**config.mk**
```make
export PLATFORM = sky130hd
export DESIGN_NAME = decimal_seven_segment_formatter_top
export DESIGN_NICKNAME = d
export VERILOG_FILES = /design/src/hw/rtl/dssf_pkg.sv /design/src/hw/rtl/dssf_front.sv /design/src/hw/rtl/dssf_bcd.sv /design/src/hw/rtl/dssf_back.sv /design/src/hw/rtl/decimal_seven_segment_formatter_top.sv
export SDC_FILE = /design/constraint.sdc
export NUM_CORES = 1
export LEC_CHECK = 0
export ABC_AREA = 1
export BUFFER_PORTS_ARGS = -buffer_cell sky130_fd_sc_hd__buf_2
export CORE_MARGIN = 3
export CORE_UTILIZATION = 55
export DETAILED_ROUTE_END_ITERATION = 7
export GPL_TIMING_DRIVEN = 0
export PLACE_DENSITY = 0.76
export SLEW_MARGIN = 0
export SYNTH_ARGS = -nofsm -noshare
export SYNTH_HDL_FRONTEND = slang
export SYNTH_SLANG_ARGS = --single-unit
```
**constraint.sdc**
```tcl
create_clock -name clock -period 11.25 [get_ports clock]
set_input_delay 0.5625 -clock clock [delete_from_list [all_inputs] [get_ports clock]]
set_output_delay 0.5625 -clock clock [all_outputs]
set_load 0.005 [all_outputs]
```
**src/hw/rtl/dssf_pkg.sv**
```systemverilog
// Shared types, constants and segment code functions for the seven-segment formatter.
package dssf_pkg;

   localparam int BcdDigits     = 10;
   localparam int BcdWidth      = 4 * BcdDigits;
   localparam int ValueWidth    = 32;
   localparam int BitsPerStage  = 4;
   localparam int StageCount    = ValueWidth / BitsPerStage;
   localparam int DisplayDigits = 8;
   localparam int NegDigits     = 4;
   localparam int QueueDepth    = 2;

   localparam logic [7:0] SegBlank   = 8'h00;
   localparam logic [7:0] SegDash    = 8'h40;
   localparam logic [7:0] SegPoint   = 8'h80;
   localparam logic [7:0] SegLetterH = 8'h76;
   localparam logic [7:0] SegLetterF = 8'h71;
   localparam logic [7:0] SegLetterE = 8'h79;

   localparam logic [1:0] MsgTypeNormal = 2'd0;
   localparam logic [1:0] MsgTypeFault  = 2'd1;
   localparam logic [1:0] MsgTypePrompt = 2'd2;
   localparam logic [1:0] MsgTypeUnused = 2'd3;

   localparam logic OpNumber  = 1'b0;
   localparam logic OpMessage = 1'b1;

   typedef struct packed {
      logic              operation;
      logic [31:0]       number_value;
      logic [1:0]        msg_type;
      logic [3:0]        msg_class;
      logic signed [15:0] msg_value;
   } req_type;

   typedef struct packed {
      logic [7:0] digit1_segments;
      logic [7:0] digit2_segments;
      logic [7:0] digit3_segments;
      logic [7:0] digit4_segments;
      logic [7:0] digit5_segments;
      logic [7:0] digit6_segments;
      logic [7:0] digit7_segments;
      logic [6:0] digit8_segments;
   } rsp_type;

   typedef struct packed {
      logic       is_msg;
      logic       is_neg;
      logic [1:0] msg_type;
      logic [3:0] msg_class;
   } tag_type;

   typedef struct packed {
      tag_type               tag;
      logic [ValueWidth-1:0] value;
   } job_type;

   typedef struct packed {
      tag_type             tag;
      logic [BcdWidth-1:0] bcd;
   } conv_type;

   function automatic logic [7:0] digit_code(input logic [3:0] digit);
      logic [7:0] code;
      case (digit)
         4'd0: code = 8'h3F;
         4'd1: code = 8'h06;
         4'd2: code = 8'h5B;
         4'd3: code = 8'h4F;
         4'd4: code = 8'h66;
         4'd5: code = 8'h6D;
         4'd6: code = 8'h7D;
         4'd7: code = 8'h07;
         4'd8: code = 8'h7F;
         4'd9: code = 8'h6F;
         default: code = SegBlank;
      endcase
      return code;
   endfunction

   // class 10..15 shows class-10 with the point lit
   function automatic logic [7:0] class_code(input logic [3:0] cls);
      logic [7:0] code;
      if (cls >= 4'd10) begin
         code = digit_code(cls - 4'd10) | SegPoint;
      end else begin
         code = digit_code(cls);
      end
      return code;
   endfunction

   function automatic logic [7:0] letter_code(input logic [1:0] kind);
      logic [7:0] code;
      case (kind)
         MsgTypeNormal: code = SegLetterH;
         MsgTypeFault:  code = SegLetterF;
         MsgTypePrompt: code = SegLetterE;
         default:       code = SegBlank;
      endcase
      return code;
   endfunction

endpackage

```
**src/hw/rtl/dssf_front.sv**
```systemverilog
// Front end: accepts request words, picks the value to convert and queues the job.
module dssf_front
   import dssf_pkg::*;
(
   input  logic    clock,
   input  logic    reset,
   input  logic    push,
   output logic    full,
   input  req_type req_word,
   input  logic    job_pop,
   output logic    job_valid,
   output job_type job_word
);

   job_type    mem_ff [QueueDepth];
   logic       wr_ptr_ff, wr_ptr_in;
   logic       rd_ptr_ff, rd_ptr_in;
   logic [1:0] count_ff, count_in;
   job_type    job_in;
   logic [15:0] mag;
   logic       do_push, do_pop;

   always_comb begin
      job_in.tag.is_msg    = (req_word.operation == OpMessage);
      job_in.tag.is_neg    = (req_word.operation == OpMessage) && req_word.msg_value[15];
      job_in.tag.msg_type  = req_word.msg_type;
      job_in.tag.msg_class = req_word.msg_class;
      mag = job_in.tag.is_neg ? (16'd0 - req_word.msg_value) : req_word.msg_value;
      job_in.value = job_in.tag.is_msg ? {16'd0, mag} : req_word.number_value;
   end

   assign full      = (count_ff == 2'(QueueDepth));
   assign job_valid = (count_ff != 2'd0);
   assign job_word  = mem_ff[rd_ptr_ff];
   assign do_push   = push && !full;
   assign do_pop    = job_pop && job_valid;

   always_comb begin
      wr_ptr_in = do_push ? !wr_ptr_ff : wr_ptr_ff;
      rd_ptr_in = do_pop ? !rd_ptr_ff : rd_ptr_ff;
      count_in  = count_ff + 2'(do_push) - 2'(do_pop);
   end

   always_ff @(posedge clock) begin
      if (reset) begin
         wr_ptr_ff <= 1'b0;
         rd_ptr_ff <= 1'b0;
         count_ff  <= 2'd0;
      end else begin
         wr_ptr_ff <= wr_ptr_in;
         rd_ptr_ff <= rd_ptr_in;
         count_ff  <= count_in;
      end
   end

   always_ff @(posedge clock) begin
      if (do_push) begin
         mem_ff[wr_ptr_ff] <= job_in;
      end
   end

endmodule

```
**src/hw/rtl/dssf_bcd.sv**
```systemverilog
// Binary to BCD converter: shift-add-3 pipeline, four bits per stage.
module dssf_bcd
   import dssf_pkg::*;
(
   input  logic     clock,
   input  logic     reset,
   input  logic     advance,
   input  logic     in_valid,
   input  job_type  in_job,
   output logic     in_pop,
   output logic     out_valid,
   output conv_type out_conv
);

   logic                  valid_ff [StageCount];
   logic [BcdWidth-1:0]   bcd_ff   [StageCount];
   logic [ValueWidth-1:0] value_ff [StageCount];
   tag_type               tag_ff   [StageCount];

   function automatic logic [BcdWidth-1:0] dabble(input logic [BcdWidth-1:0] bcd,
                                                 input logic [BitsPerStage-1:0] bits);
      logic [BcdWidth-1:0] acc;
      acc = bcd;
      for (int i = BitsPerStage - 1; i >= 0; i--) begin
         for (int d = 0; d < BcdDigits; d++) begin
            if (acc[4*d +: 4] >= 4'd5) begin
               acc[4*d +: 4] = acc[4*d +: 4] + 4'd3;
            end
         end
         acc = {acc[BcdWidth-2:0], bits[i]};
      end
      return acc;
   endfunction

   assign in_pop = advance && in_valid;

   for (genvar s = 0; s < StageCount; s++) begin : g_stage
      logic                  valid_in;
      logic [BcdWidth-1:0]   bcd_prev;
      logic [BcdWidth-1:0]   bcd_in;
      logic [ValueWidth-1:0] value_in;
      tag_type               tag_in;

      if (s == 0) begin : g_first
         assign valid_in = in_valid;
         assign bcd_prev = '0;
         assign value_in = in_job.value;
         assign tag_in   = in_job.tag;
      end else begin : g_next
         assign valid_in = valid_ff[s-1];
         assign bcd_prev = bcd_ff[s-1];
         assign value_in = value_ff[s-1];
         assign tag_in   = tag_ff[s-1];
      end

      assign bcd_in = dabble(bcd_prev,
                             value_in[ValueWidth-1-BitsPerStage*s -: BitsPerStage]);

      always_ff @(posedge clock) begin
         if (reset) begin
            valid_ff[s] <= 1'b0;
         end else if (advance) begin
            valid_ff[s] <= valid_in;
         end
      end

      always_ff @(posedge clock) begin
         if (advance) begin
            bcd_ff[s]   <= bcd_in;
            value_ff[s] <= value_in;
            tag_ff[s]   <= tag_in;
         end
      end
   end

   assign out_valid    = valid_ff[StageCount-1];
   assign out_conv.bcd = bcd_ff[StageCount-1];
   assign out_conv.tag = tag_ff[StageCount-1];

endmodule

```
**src/hw/rtl/dssf_back.sv**
```systemverilog
// Back end: lays out the segment codes and holds finished words in the result queue.
module dssf_back
   import dssf_pkg::*;
(
   input  logic     clock,
   input  logic     reset,
   input  logic     conv_valid,
   input  conv_type conv_word,
   output logic     advance,
   output logic     empty,
   input  logic     pop,
   output rsp_type  rsp_word
);

   rsp_type    mem_ff [QueueDepth];
   logic       wr_ptr_ff, wr_ptr_in;
   logic       rd_ptr_ff, rd_ptr_in;
   logic [1:0] count_ff, count_in;
   rsp_type    rsp_in;
   logic [7:0] seg [DisplayDigits];
   logic [BcdDigits-1:0] any_hi;
   logic [NegDigits-1:0] any_neg;
   logic [3:0] dig [BcdDigits];
   logic       do_push, do_pop;

   always_comb begin
      for (int k = 0; k < BcdDigits; k++) begin
         dig[k] = conv_word.bcd[4*k +: 4];
      end
      any_hi[BcdDigits-1] = (dig[BcdDigits-1] != 4'd0);
      for (int k = BcdDigits - 2; k >= 0; k--) begin
         any_hi[k] = any_hi[k+1] || (dig[k] != 4'd0);
      end
      any_neg[NegDigits-1] = (dig[NegDigits-1] != 4'd0);
      for (int k = NegDigits - 2; k >= 0; k--) begin
         any_neg[k] = any_neg[k+1] || (dig[k] != 4'd0);
      end

      // right-aligned value, leading blanks, zero shows one 0
      for (int k = 0; k < DisplayDigits; k++) begin
         seg[DisplayDigits-1-k] = (k == 0 || any_hi[k]) ? digit_code(dig[k]) : SegBlank;
      end

      if (conv_word.tag.is_msg) begin
         seg[0] = letter_code(conv_word.tag.msg_type);
         seg[1] = class_code(conv_word.tag.msg_class);
         seg[2] = SegDash;
         if (conv_word.tag.is_neg) begin
            seg[DisplayDigits-1-NegDigits] = SegDash;
            for (int k = 0; k < NegDigits; k++) begin
               seg[DisplayDigits-1-k] = any_neg[k] ? digit_code(dig[k]) : SegBlank;
            end
         end
      end

      rsp_in.digit1_segments = seg[0];
      rsp_in.digit2_segments = seg[1];
      rsp_in.digit3_segments = seg[2];
      rsp_in.digit4_segments = seg[3];
      rsp_in.digit5_segments = seg[4];
      rsp_in.digit6_segments = seg[5];
      rsp_in.digit7_segments = seg[6];
      rsp_in.digit8_segments = seg[7][6:0];
   end

   assign advance  = (count_ff != 2'(QueueDepth));
   assign empty    = (count_ff == 2'd0);
   assign rsp_word = mem_ff[rd_ptr_ff];
   assign do_push  = advance && conv_valid;
   assign do_pop   = pop && !empty;

   always_comb begin
      wr_ptr_in = do_push ? !wr_ptr_ff : wr_ptr_ff;
      rd_ptr_in = do_pop ? !rd_ptr_ff : rd_ptr_ff;
      count_in  = count_ff + 2'(do_push) - 2'(do_pop);
   end

   always_ff @(posedge clock) begin
      if (reset) begin
         wr_ptr_ff <= 1'b0;
         rd_ptr_ff <= 1'b0;
         count_ff  <= 2'd0;
      end else begin
         wr_ptr_ff <= wr_ptr_in;
         rd_ptr_ff <= rd_ptr_in;
         count_ff  <= count_in;
      end
   end

   always_ff @(posedge clock) begin
      if (do_push) begin
         mem_ff[wr_ptr_ff] <= rsp_in;
      end
   end

endmodule

```
**src/hw/rtl/decimal_seven_segment_formatter_top.sv**
```systemverilog
// Decimal seven-segment formatter, top level.
// Takes one request word per cycle while the input queue is not full and returns one word
// of eight segment codes for it, in order. A pushed word passes through the two-word input
// queue, the binary to BCD pipeline stages (four bits of the 32-bit value per stage) and
// the two-word result queue before it can be popped.
// Sustained rate is one word per cycle while the consumer pops every cycle; the BCD
// pipeline advances as a whole and holds whenever the result queue is full.
module decimal_seven_segment_formatter_top
   import dssf_pkg::*;
(
   input  logic    clock,
   input  logic    reset,
   input  logic    push,
   output logic    full,
   input  req_type req_word,
   output logic    empty,
   input  logic    pop,
   output rsp_type rsp_word
);

   logic     job_valid;
   job_type  job_word;
   logic     job_pop;
   logic     advance;
   logic     conv_valid;
   conv_type conv_word;

   dssf_front u_front (
      .clock     (clock),
      .reset     (reset),
      .push      (push),
      .full      (full),
      .req_word  (req_word),
      .job_pop   (job_pop),
      .job_valid (job_valid),
      .job_word  (job_word)
   );

   dssf_bcd u_bcd (
      .clock     (clock),
      .reset     (reset),
      .advance   (advance),
      .in_valid  (job_valid),
      .in_job    (job_word),
      .in_pop    (job_pop),
      .out_valid (conv_valid),
      .out_conv  (conv_word)
   );

   dssf_back u_back (
      .clock      (clock),
      .reset      (reset),
      .conv_valid (conv_valid),
      .conv_word  (conv_word),
      .advance    (advance),
      .empty      (empty),
      .pop        (pop),
      .rsp_word   (rsp_word)
   );

endmodule
```
---- Word level (Yosys, flattened, before mapping) ----
Memories as Yosys holds them, arrays and structs flattened. A register that Yosys moved wholly into a read port is not among the register bits.
Index checks and enable logic that the tools add are counted.
W data, S select, Z words.
word-level totals
  output and inout bits ................... 65
  logic and storage cells ................. 978
  memories kept ........................... 20
  bits in read-only memories .............. 1568
  flip-flop bits (word level) ............. 8
  bits of input ports ..................... 59
  bits in writable memories ............... 854
memories
  memory            words  bits a word  read ports  clocked after Yosys merged registers in  write ports  line             text
  u_bcd.bcd_ff      8      40           8           0                                        8            dssf_bcd.sv:16   logic [BcdWidth-1:0] bcd_ff [StageCount];
  u_bcd.value_ff    8      32           7           0                                        8            dssf_bcd.sv:17   logic [ValueWidth-1:0] value_ff [StageCount];
  u_back.mem_ff     2      63           1           1                                        1            dssf_back.sv:15  rsp_type mem_ff [QueueDepth];
  (no name shown)   16     7            1           0                                        0            dssf_pkg.sv:66   case (digit)
  (no name shown)   16     7            1           0                                        0            dssf_pkg.sv:66
  (no name shown)   16     7            1           0                                        0            dssf_pkg.sv:66
  14 more memories  --     --           --          --                                       --           --
cells by class
  order comparisons ....................... 287
  bitwise operators ....................... 8
  equality and inequality tests ........... 4
  add/subtract/negate cells ............... 292
  mux-type cells .......................... 325
  reductions and logical operators ........ 36
operators with widths
  kind                     number
  $ge A4 B3 Y1 const B     283
  $add A4 B2 Y4 const B    255
  $mux W4                  255
  $mux W8                  12
  $mux W3                  31
  $add A3 B2 Y3 const B    28
  $mux W64                 1
  $mux W40                 1
  $reduce_bool A4 Y1       10
  $mux W32                 1
  $mux W1                  22
  $pmux W7 S3              1
  $mux W16                 1
  $sub A1 B16 Y16 const A  1
  $logic_or A1 B1 Y1       11
  $or A1 B1 Y1             8
  $add A1 B2 Y3 const AB   2
  $ge A1 B3 Y1 const AB    2
  $logic_and A1 B1 Y1      6
  $logic_not A1 Y1         6
  $add A2 B1 Y2            2
  $eq A2 B2 Y1 const B     2
  $ge A4 B4 Y1 const B     1
  $logic_not A2 Y1         2
  7 further kinds          8

---- Longest topological paths before layout ----
Gate-level depths: netlist of the first run.
An unclocked memory read counts as a cell.
  depth after elaboration ................. 13
  depth in mapped cells ................... 26
  mapped depth without buffers ............ 26

---- By module ----
Synthesis of the first run repeated with hierarchy kept, for this count alone.
second synthesis, totals
  cell total of the unflattened synthesis .. 4336
  area, all modules ....................... 37315.8 um^2
modules (own cells, without submodules)
  module      area an instance (um^2)  seq. area each (um^2)  times used  cells each
  dssf_bcd    26703.1                  11080.6                1           3380
  dssf_back   6787.8                   3523.4                 1           649
  dssf_front  3824.9                   2502.4                 1           307

---- Worst setup path after synthesis of the first run ----
No wires, ideal clock.
  path type ............................... reg-to-reg
  start point ............................. register u_back.count_ff[1]
  end point ............................... memory u_back.mem_ff[1][0] (netlist bit) (enable)
  setup slack ............................. -79 ps
  path buffers ............................ 0
  cell stages (with the launch flop) ...... 6
  data required time ...................... 10777 ps
  arrival time ............................ 10856 ps
  setup time .............................. 473 ps
  period minus slack after synthesis ...... 11329 ps
  path through ............................ dfxtp_1 -> inv_1 -> nor2_1 -> inv_1 -> nand2_1 -> nor2_1
on the way
  cells in the longest elaborated chain, start to end .. 4
ends and longest elaborated chain
  element                        line             text
  from (decl)                    dssf_back.sv:18  logic [1:0] count_ff, count_in;
  from (signal assigned)         dssf_back.sv:86  count_ff <= count_in;
  $ne A2 B2 Y1                   dssf_back.sv:66  assign advance = (count_ff != 2'(QueueDepth));
  $logic_and A1 B1 Y1            dssf_back.sv:69  assign do_push = advance && conv_valid;
  $mux W1                        dssf_back.sv:91  if (do_push) begin
  $mux W1 (implied by the code)  dssf_back.sv:92  mem_ff[wr_ptr_ff] <= rsp_in;
  to (decl)                      dssf_back.sv:15
Every way passes these cells.

==> summary.md, run 1 <==
| Metric | Value |
|---|---|
| Starting DRT DRC Count | 1,363 |
| Yosys cell types | 58 |
| Clock sink count | 573 |
| Initial Util | 0.561 |
| Die Span Y | 264 um |
| Placer Congestion | 0.841 |
| DR DRC count | 0 |
| Die Area | 69,500 um2 |
| Initial antenna violation count | 0 |
| Status | complete, no violations |
| Setup crit end kind | register |
| Syn. warnings | 0 |
| Hold buffers post-CTS | 0 |
| Hold Path Depth | 2 |
| Die width | 264 um |
| Synth Cell Area | 36,500 um2 |
| WP data arrival | 4.18 ns |
| Ys async rst share | 0 |
| Inserted Clock Buffers | 61 |
| Detail Route Antenna Nets | 0 |
| Reg2reg path depth | 23 |
| Total setup buffers inserted after CTS | 0 |
| Final period util | 0.337 |
| CP peak stage delay | 0.45 ns |
| Peak Freq | 264 MHz |
| Top cell family by delay on the critical path | simple AND/OR/NAND/NOR gates |
| DR vias | 27,449 |
| Yosys reg bits | 573 |
| R2R Setup Slk | 7.46 ns |
| Buffers on Ports | 117 |
| Final setup skew | 0.0206 ns |
| Most frequent cells in the layout | nand2_1, inv_1, edfxtp_1, nand3_1, ha_1 |
| Tmin final | 3.79 ns |
| DR WL/cell | 11.8 um |
| H-tree depth | 2 |
| Worst slew margin | 0.446 |
| Syn-to-layout area delta | 11.6% |
| Worst Path Max Fanout | 5 |
| Fin. Hold Viols | 0 |
| Post-DP HPWL | 48,500 um |
| Vias in the first global route | 25,819 |
| Core region area | 65,000 um2 |
| Slew Viols, Final | 0 |
| Layout Utilization | 0.626 |
| Total grt overflow | 0 |
| Largest net degree at the start of global routing | 49 |
| Final Setup Violations | 0 |
| Most used cell, CP | nand2_1 |
| IO Pins | 124 |
| Worst-margin pin slew | 0.831 ns |
| Reg area | 17,100 um2 |
| First-pass GRT wire length | 110,000 um |
| CTS tree | built |
| Vias per inst | 5.08 |
| Post-synth EDFFs | 563 |
| RSZ-0062 raised after global routing | false |
| Register area share after synthesis | 0.469 |
| Total inserted antenna cells | 0 |
| Clock latency on the worst-skew pair | 0.63 ns |
| Startpoint Class | register |
| Routed WL | 63,800 um |
| Clock-pin slew on the worst setup and hold paths | 0.07 ns |
| Max clock buf depth | 3 |
| Worst Path Required | 11.64 ns |
| Worst path cell trace | inv_1, ha_1, nand2_1, nand2_1, o21ai_0, or2_2, ha_1, a21oi_1, inv_1, xor2_1, inv_1, ha_1, or2_2, nand2_1, inv_1, nand2_1, nand2_1, o21ai_0, nand2_1, nand2_2, nand2_1, nand2_1, nand2_1 |
| Post-synthesis cell count | 4,297 |
| Max Cap Viol | 0 |
| Avg Cell Area, Syn | 8.50 um2 |
| Layout fillers | 5,321 |
| Final nets | 4,756 |
| Final TNS setup | 0 ns |
| Crit path max-delay cell type | edfxtp_1 |
| GRT Overall Usage | 0.182 |
| Clock Tree Root | clkbuf_16 |
| Multi-input logic area | 16,700 um2 |
| CP Class | reg2reg |
| Min-delay src | reset |
| # resized after CTS | 0 |
| Most common cell after layout, fill and taps aside | nand2_1 |
| Ys flop type | edfxtp_1 |
| Worst path bufs/invs | 4 |
| Drt first pass iters | 5 |
| Layout cells sized above 1 | 0.133 |
| Worst hold path type | in2reg |
| Hold Path End | u_back.count_ff[0] |
| Worst r2r src | u_bcd.bcd_ff[1][20] |
| Row count | 93 |
| Crit Reg-Reg Endpoint | u_bcd.bcd_ff[1][66] |
## synth_stat cells, types with 11 or more instances
master | number | area, um2
a21o_1 | 16 | 120
a21oi_1 | 71 | 355
a31oi_1 | 11 | 68.8
and2_1 | 15 | 93.8
clkbuf_1 | 21 | 78.8
edfxtp_1 | 563 | 16900
ha_1 | 201 | 2510
inv_1 | 697 | 2620
mux2_2 | 57 | 642
nand2_1 | 1366 | 5130
nand2_2 | 141 | 882
nand3_1 | 325 | 1630
nand3_2 | 64 | 641
nand3b_1 | 18 | 135
nand4_1 | 100 | 626
nor2_1 | 158 | 593
nor3_1 | 16 | 80.1
o21ai_0 | 151 | 756
o21ai_1 | 41 | 205
o21ai_2 | 28 | 245
or2_2 | 13 | 81.3
xnor2_1 | 21 | 184
xor2_1 | 75 | 657
## worst register-to-register path, cell delays in order, from the launching register on
cell	delay (ns)
edfxtp_1	0.45
inv_1	0.13
ha_1	0.17
nand2_1	0.08
nand2_1	0.05
o21ai_0	0.19
or2_2	0.35
ha_1	0.20
a21oi_1	0.17
inv_1	0.12
xor2_1	0.20
inv_1	0.09
ha_1	0.19
or2_2	0.32
nand2_1	0.08
inv_1	0.04
nand2_1	0.10
nand2_1	0.06
o21ai_0	0.09
nand2_1	0.13
nand2_2	0.13
nand2_1	0.08
nand2_1	0.07
nand2_1	0.05
## stage by stage
step	instance area [um2]	instances	setup slack (ns)	hold WS, ns
after detailed placement	38500	5288	7.48	0.405
after global placement	38200	5274	0.939	0.400
final	40700	5404	7.46	0.124
after CTS	40700	5404	7.45	0.0843
after floorplan	36500	4302	3.82	0.400
after global routing	40700	5404	7.12	0.105
## layout make-up
| type | count | area share |
|---|---|---|
| buffer | 29 | 0.00322 |
| clock buffer | 66 | 0.0379 |
| clock inverter | 50 | 0.0170 |
| inverter | 707 | 0.0652 |
| multi-input combinational | 2993 | 0.409 |
| sequential | 573 | 0.420 |
| tap | 855 | 0.0263 |
| timing repair buffer | 131 | 0.0216 |
## kinds of logic (layout without fill, tap and decap cells)
kind of cell / count (synthesis) / in the layout / synth area share
other cells: 1 / 6 / 0.000103
fa+ha+maj: 201 / 201 / 0.0689
simple gates: 2235 / 2235 / 0.276
flops: 573 / 573 / 0.469
xor+xnor: 113 / 113 / 0.0306
mux: 57 / 57 / 0.0176
compound gates: 381 / 381 / 0.0617
buf+inv: 736 / 983 / 0.0763
## registers in the layout (all words and copies together), names as in the netlist, named ones only
signal             count
u_back.rd_ptr_ff       1
u_front.mem_ff        80
u_back.wr_ptr_ff       1
u_bcd.value_ff       120
u_front.rd_ptr_ff      1
u_bcd.bcd_ff         177
u_front.wr_ptr_ff      1
u_bcd.valid_ff         8
u_bcd.tag_ff          64
u_front.count_ff       2
u_back.mem_ff        114
u_back.count_ff        2
## per-layer routing
metal  share of wire  vias to the layer above  track usage  wire [um]
met5               0                        -            0          0
met4           0.025                        0       0.0520       1580
met3           0.037                      112       0.0255       2390
met2            0.52                      389        0.349      32900
met1            0.42                    12393        0.209      27000
li1                -                    14555            -          -
## how the worst max path moves through the flow
| stage | slack (ns) | startpoint | cells after the start | to |
|---|---|---|---|---|
| 3_3_place_gp | 0.94 | u_back.count_ff[1] | 5 | u_back.mem_ff[1][17] |
| 6_report | 7.46 | u_bcd.bcd_ff[1][20] | 23 | u_bcd.bcd_ff[1][66] |
| 3_5_place_dp | 7.48 | u_bcd.bcd_ff[1][20] | 23 | u_bcd.bcd_ff[1][66] |
| 5_1_grt | 7.12 | u_bcd.bcd_ff[1][20] | 23 | u_bcd.bcd_ff[1][66] |
| 4_1_cts | 7.45 | u_bcd.bcd_ff[1][20] | 23 | u_bcd.bcd_ff[1][66] |
| 2_1_floorplan | 3.82 | u_back.count_ff[1] | 5 | u_back.mem_ff[1][0] |
Power of run 1 is left out: the tool's default activity adds up to more than one toggle a clock period on the data nets, which glitch-free logic cannot reach.
==> run 2: changes to the inputs <==
clock period = 3.2 ns   (was 11.25 ns; I/O delays follow)
==> summary.md, run 2 (synthesis gave the netlist of run 1 again) <==
| Metric | Value |
|---|---|
| Status | finished with violations (was complete, no violations) |
| Failing checks | setup timing |
| Clock-pin slew on the worst setup and hold paths | 0.06 ns (was 0.07 ns) |
| Die Span Y | 264 um (unchanged) |
| Worst hold path type | in2reg (unchanged) |
| Most used cell, CP | inv_2 (was nand2_1) |
| Layout fillers | 5,094 (was 5,321) |
| Row count | 93 (unchanged) |
| Starting DRT DRC Count | 1,374 (was 1,363) |
| CP Class | reg2reg (unchanged) |
| CP endpoint | u_bcd.bcd_ff[0][48] (was u_bcd.bcd_ff[1][66]) |
| Dpl cells | 5,289 (was 5,288) |
| Startpoint Class | register (unchanged) |
| Final period util | 1.01 (was 0.337) |
| Slew Viols, Final | 0 (unchanged) |
| CP startpoint | u_bcd.value_ff[0][28] (was u_bcd.bcd_ff[1][20]) |
| Clock sink count | 573 (unchanged) |
| Die width | 264 um (unchanged) |
| Vias per inst | 5.10 (was 5.08) |
| Crit Reg-Reg Endpoint | u_bcd.bcd_ff[0][48] (was u_bcd.bcd_ff[1][66]) |
| Fin. Hold Viols | 0 (unchanged) |
| Routed WL | 68,200 um (was 63,800 um) |
| Peak Freq | 309 MHz (was 264 MHz) |
| Max Cap Viol | 0 (unchanged) |
| Max clock buf depth | 3 (unchanged) |
| R2R Setup Slk | -0.04 ns (was 7.46 ns) |
| Tmin final | 3.24 ns (was 3.79 ns) |
| Worst path cell trace | inv_1, ha_2, inv_2, nand2_2, nand3_4, xor2_4, inv_2, ha_4, inv_2, o21ai_2, nand2_2, nand2_4, inv_4, nor2_4, inv_2, ha_4, a21oi_4, inv_2, xor2_2, nand2_2, nand2_4, buf_6, xor2_1 (was inv_1, ha_1, nand2_1, nand2_1, o21ai_0, or2_2, ha_1, a21oi_1, inv_1, xor2_1, inv_1, ha_1, or2_2, nand2_1, inv_1, nand2_1, nand2_1, o21ai_0, nand2_1, nand2_2, nand2_1, nand2_1, nand2_1) |
| First-pass GRT wire length | 113,000 um (was 110,000 um) |
| Inserted Clock Buffers | 60 (was 61) |
| Layout Utilization | 0.654 (was 0.626) |
| Largest regs | u_bcd.bcd_ff: 177 flops, u_bcd.value_ff: 120 flops, u_back.mem_ff: 114 flops (unchanged) |
| Detail Route Antenna Nets | 0 (unchanged) |
| Core region area | 65,000 um2 (unchanged) |
| Final TNS setup | -0.0843 ns (was 0 ns) |
| Die Area | 69,500 um2 (unchanged) |
| Worst slew margin | 0.469 (was 0.446) |
| Final setup skew | 0.0246 ns (was 0.0206 ns) |
| Clock latency on the worst-skew pair | 0.62 ns (was 0.63 ns) |
| Final nets | 4,863 (was 4,756) |
| Layout cells sized above 1 | 0.191 (was 0.133) |
| Placed Instance Area | 38,600 um2 (was 38,500 um2) |
| DR WL/cell | 12.4 um (was 11.8 um) |
| Worst setup margin | -0.0364 ns (was 7.46 ns) |
| Layout Cells excl Fill | 5,506 (was 5,404) |
| Total grt overflow | 0 (unchanged) |
| Most common cell after layout, fill and taps aside | nand2_1 (unchanged) |
| WP data arrival | 3.59 ns (was 4.18 ns) |
| RSZ-0062 raised after global routing | true (was false) |
| Buffers on Ports | 117 (unchanged) |
| Max reg flops | 177 (unchanged) |
| Worst Path Required | 3.56 ns (was 11.64 ns) |
| Worst-margin pin slew | 0.796 ns (was 0.831 ns) |
| Crit path max-delay cell type | edfxtp_1 (unchanged) |
| Vias in the first global route | 26,424 (was 25,819) |
| DR DRC count | 0 (unchanged) |
| Reg with most FFs | u_bcd.bcd_ff (unchanged) |
| Placer Congestion | 0.830 (was 0.841) |
| Initial Util | 0.561 (unchanged) |
| Clock Tree Root | clkbuf_16 (unchanged) |
| DR vias | 28,089 (was 27,449) |
| IO Pins | 124 (unchanged) |
| Setup crit end kind | register (unchanged) |
| Reg2reg path depth | 23 (unchanged) |
| Post-DP HPWL | 49,000 um (was 48,500 um) |
| Drt first pass iters | 6 (was 5) |
| CP peak stage delay | 0.46 ns (was 0.45 ns) |
| Syn-to-layout area delta | 16.5% (was 11.6%) |
| Worst r2r src | u_bcd.value_ff[0][28] (was u_bcd.bcd_ff[1][20]) |
| Total inserted antenna cells | 0 (unchanged) |
| Most frequent cells in the layout | nand2_1, inv_1, edfxtp_1, nand3_1, nand2_2 (was nand2_1, inv_1, edfxtp_1, nand3_1, ha_1) |
| Worst Path Max Fanout | 5 (unchanged) |
| Final Setup Violations | 3 (was 0) |
| GRT Overall Usage | 0.187 (was 0.182) |
| Finished Cell Area | 42,500 um2 (was 40,700 um2) |
| H-tree depth | 2 (unchanged) |
| Initial antenna violation count | 0 (unchanged) |
| CTS tree | built (unchanged) |
| Largest net degree at the start of global routing | 48 (was 49) |
run 2: how the worst min path moves through the flow:
stage                            start                     to  depth (start not counted)
after CTS                  req_word[4]   u_front.mem_ff[1][4]                          3
after global placement    req_word[20]  u_front.mem_ff[0][36]                          1
after global routing       req_word[3]   u_front.mem_ff[0][3]                          3
final                      req_word[4]   u_front.mem_ff[1][4]                          3
after detailed placement         reset     u_back.count_ff[0]                          2
after floorplan                  reset     u_back.count_ff[0]                          1
run 2: worst max-delay path: cells and delay by family (launching register included):
| kind | cells | cell delay, ns |
|---|---|---|
| compound gates | 2 | 0.28 |
| xor+xnor | 3 | 0.54 |
| fa+ha+maj | 3 | 0.48 |
| buf+inv | 8 | 0.54 |
| flops | 1 | 0.46 |
| simple gates | 7 | 0.68 |
run 2: timing repair:
action / in CTS / in global routing
setup endpoints to repair: 22 / 127
setup buffers: 19 / 46
resized for setup: 39 / 254
hold buffers: 42 / 0
hold endpoints to repair: 87 / 0
gates cloned: 0 / 0
pin swaps: 15 / 66
run 2: final cells by class:
cell class	instances	area [um2]	area share
plain buffers	29	131	0.00309
clock buffers	78	1600	0.0376
clock inverters	32	409	0.00962
inverters	707	2660	0.0626
multi-input cells	2993	17700	0.417
flip-flops and latches	573	17100	0.402
well taps	855	1070	0.0252
repair buffers	239	1820	0.0427
run 2: metal layers:
layer	GRT usage	vias to the layer above	wire length, um
met5	0	-	0
met4	0.0492	0	1540
met3	0.0226	114	2150
met2	0.361	393	36000
met1	0.218	12818	28500
li1	-	14764	-
run 2: per-stage QoR:
step	setup WS [ns]	hold slack (ns)
CTS	-0.0118	0.000371
floorplan	-3.67	0.231
global placement	-6.34	0.350
detailed placement	-0.355	0.353
global route	-0.190	0.0645
finish	-0.0364	0.0444
Power of run 2 is left out for the same reason.
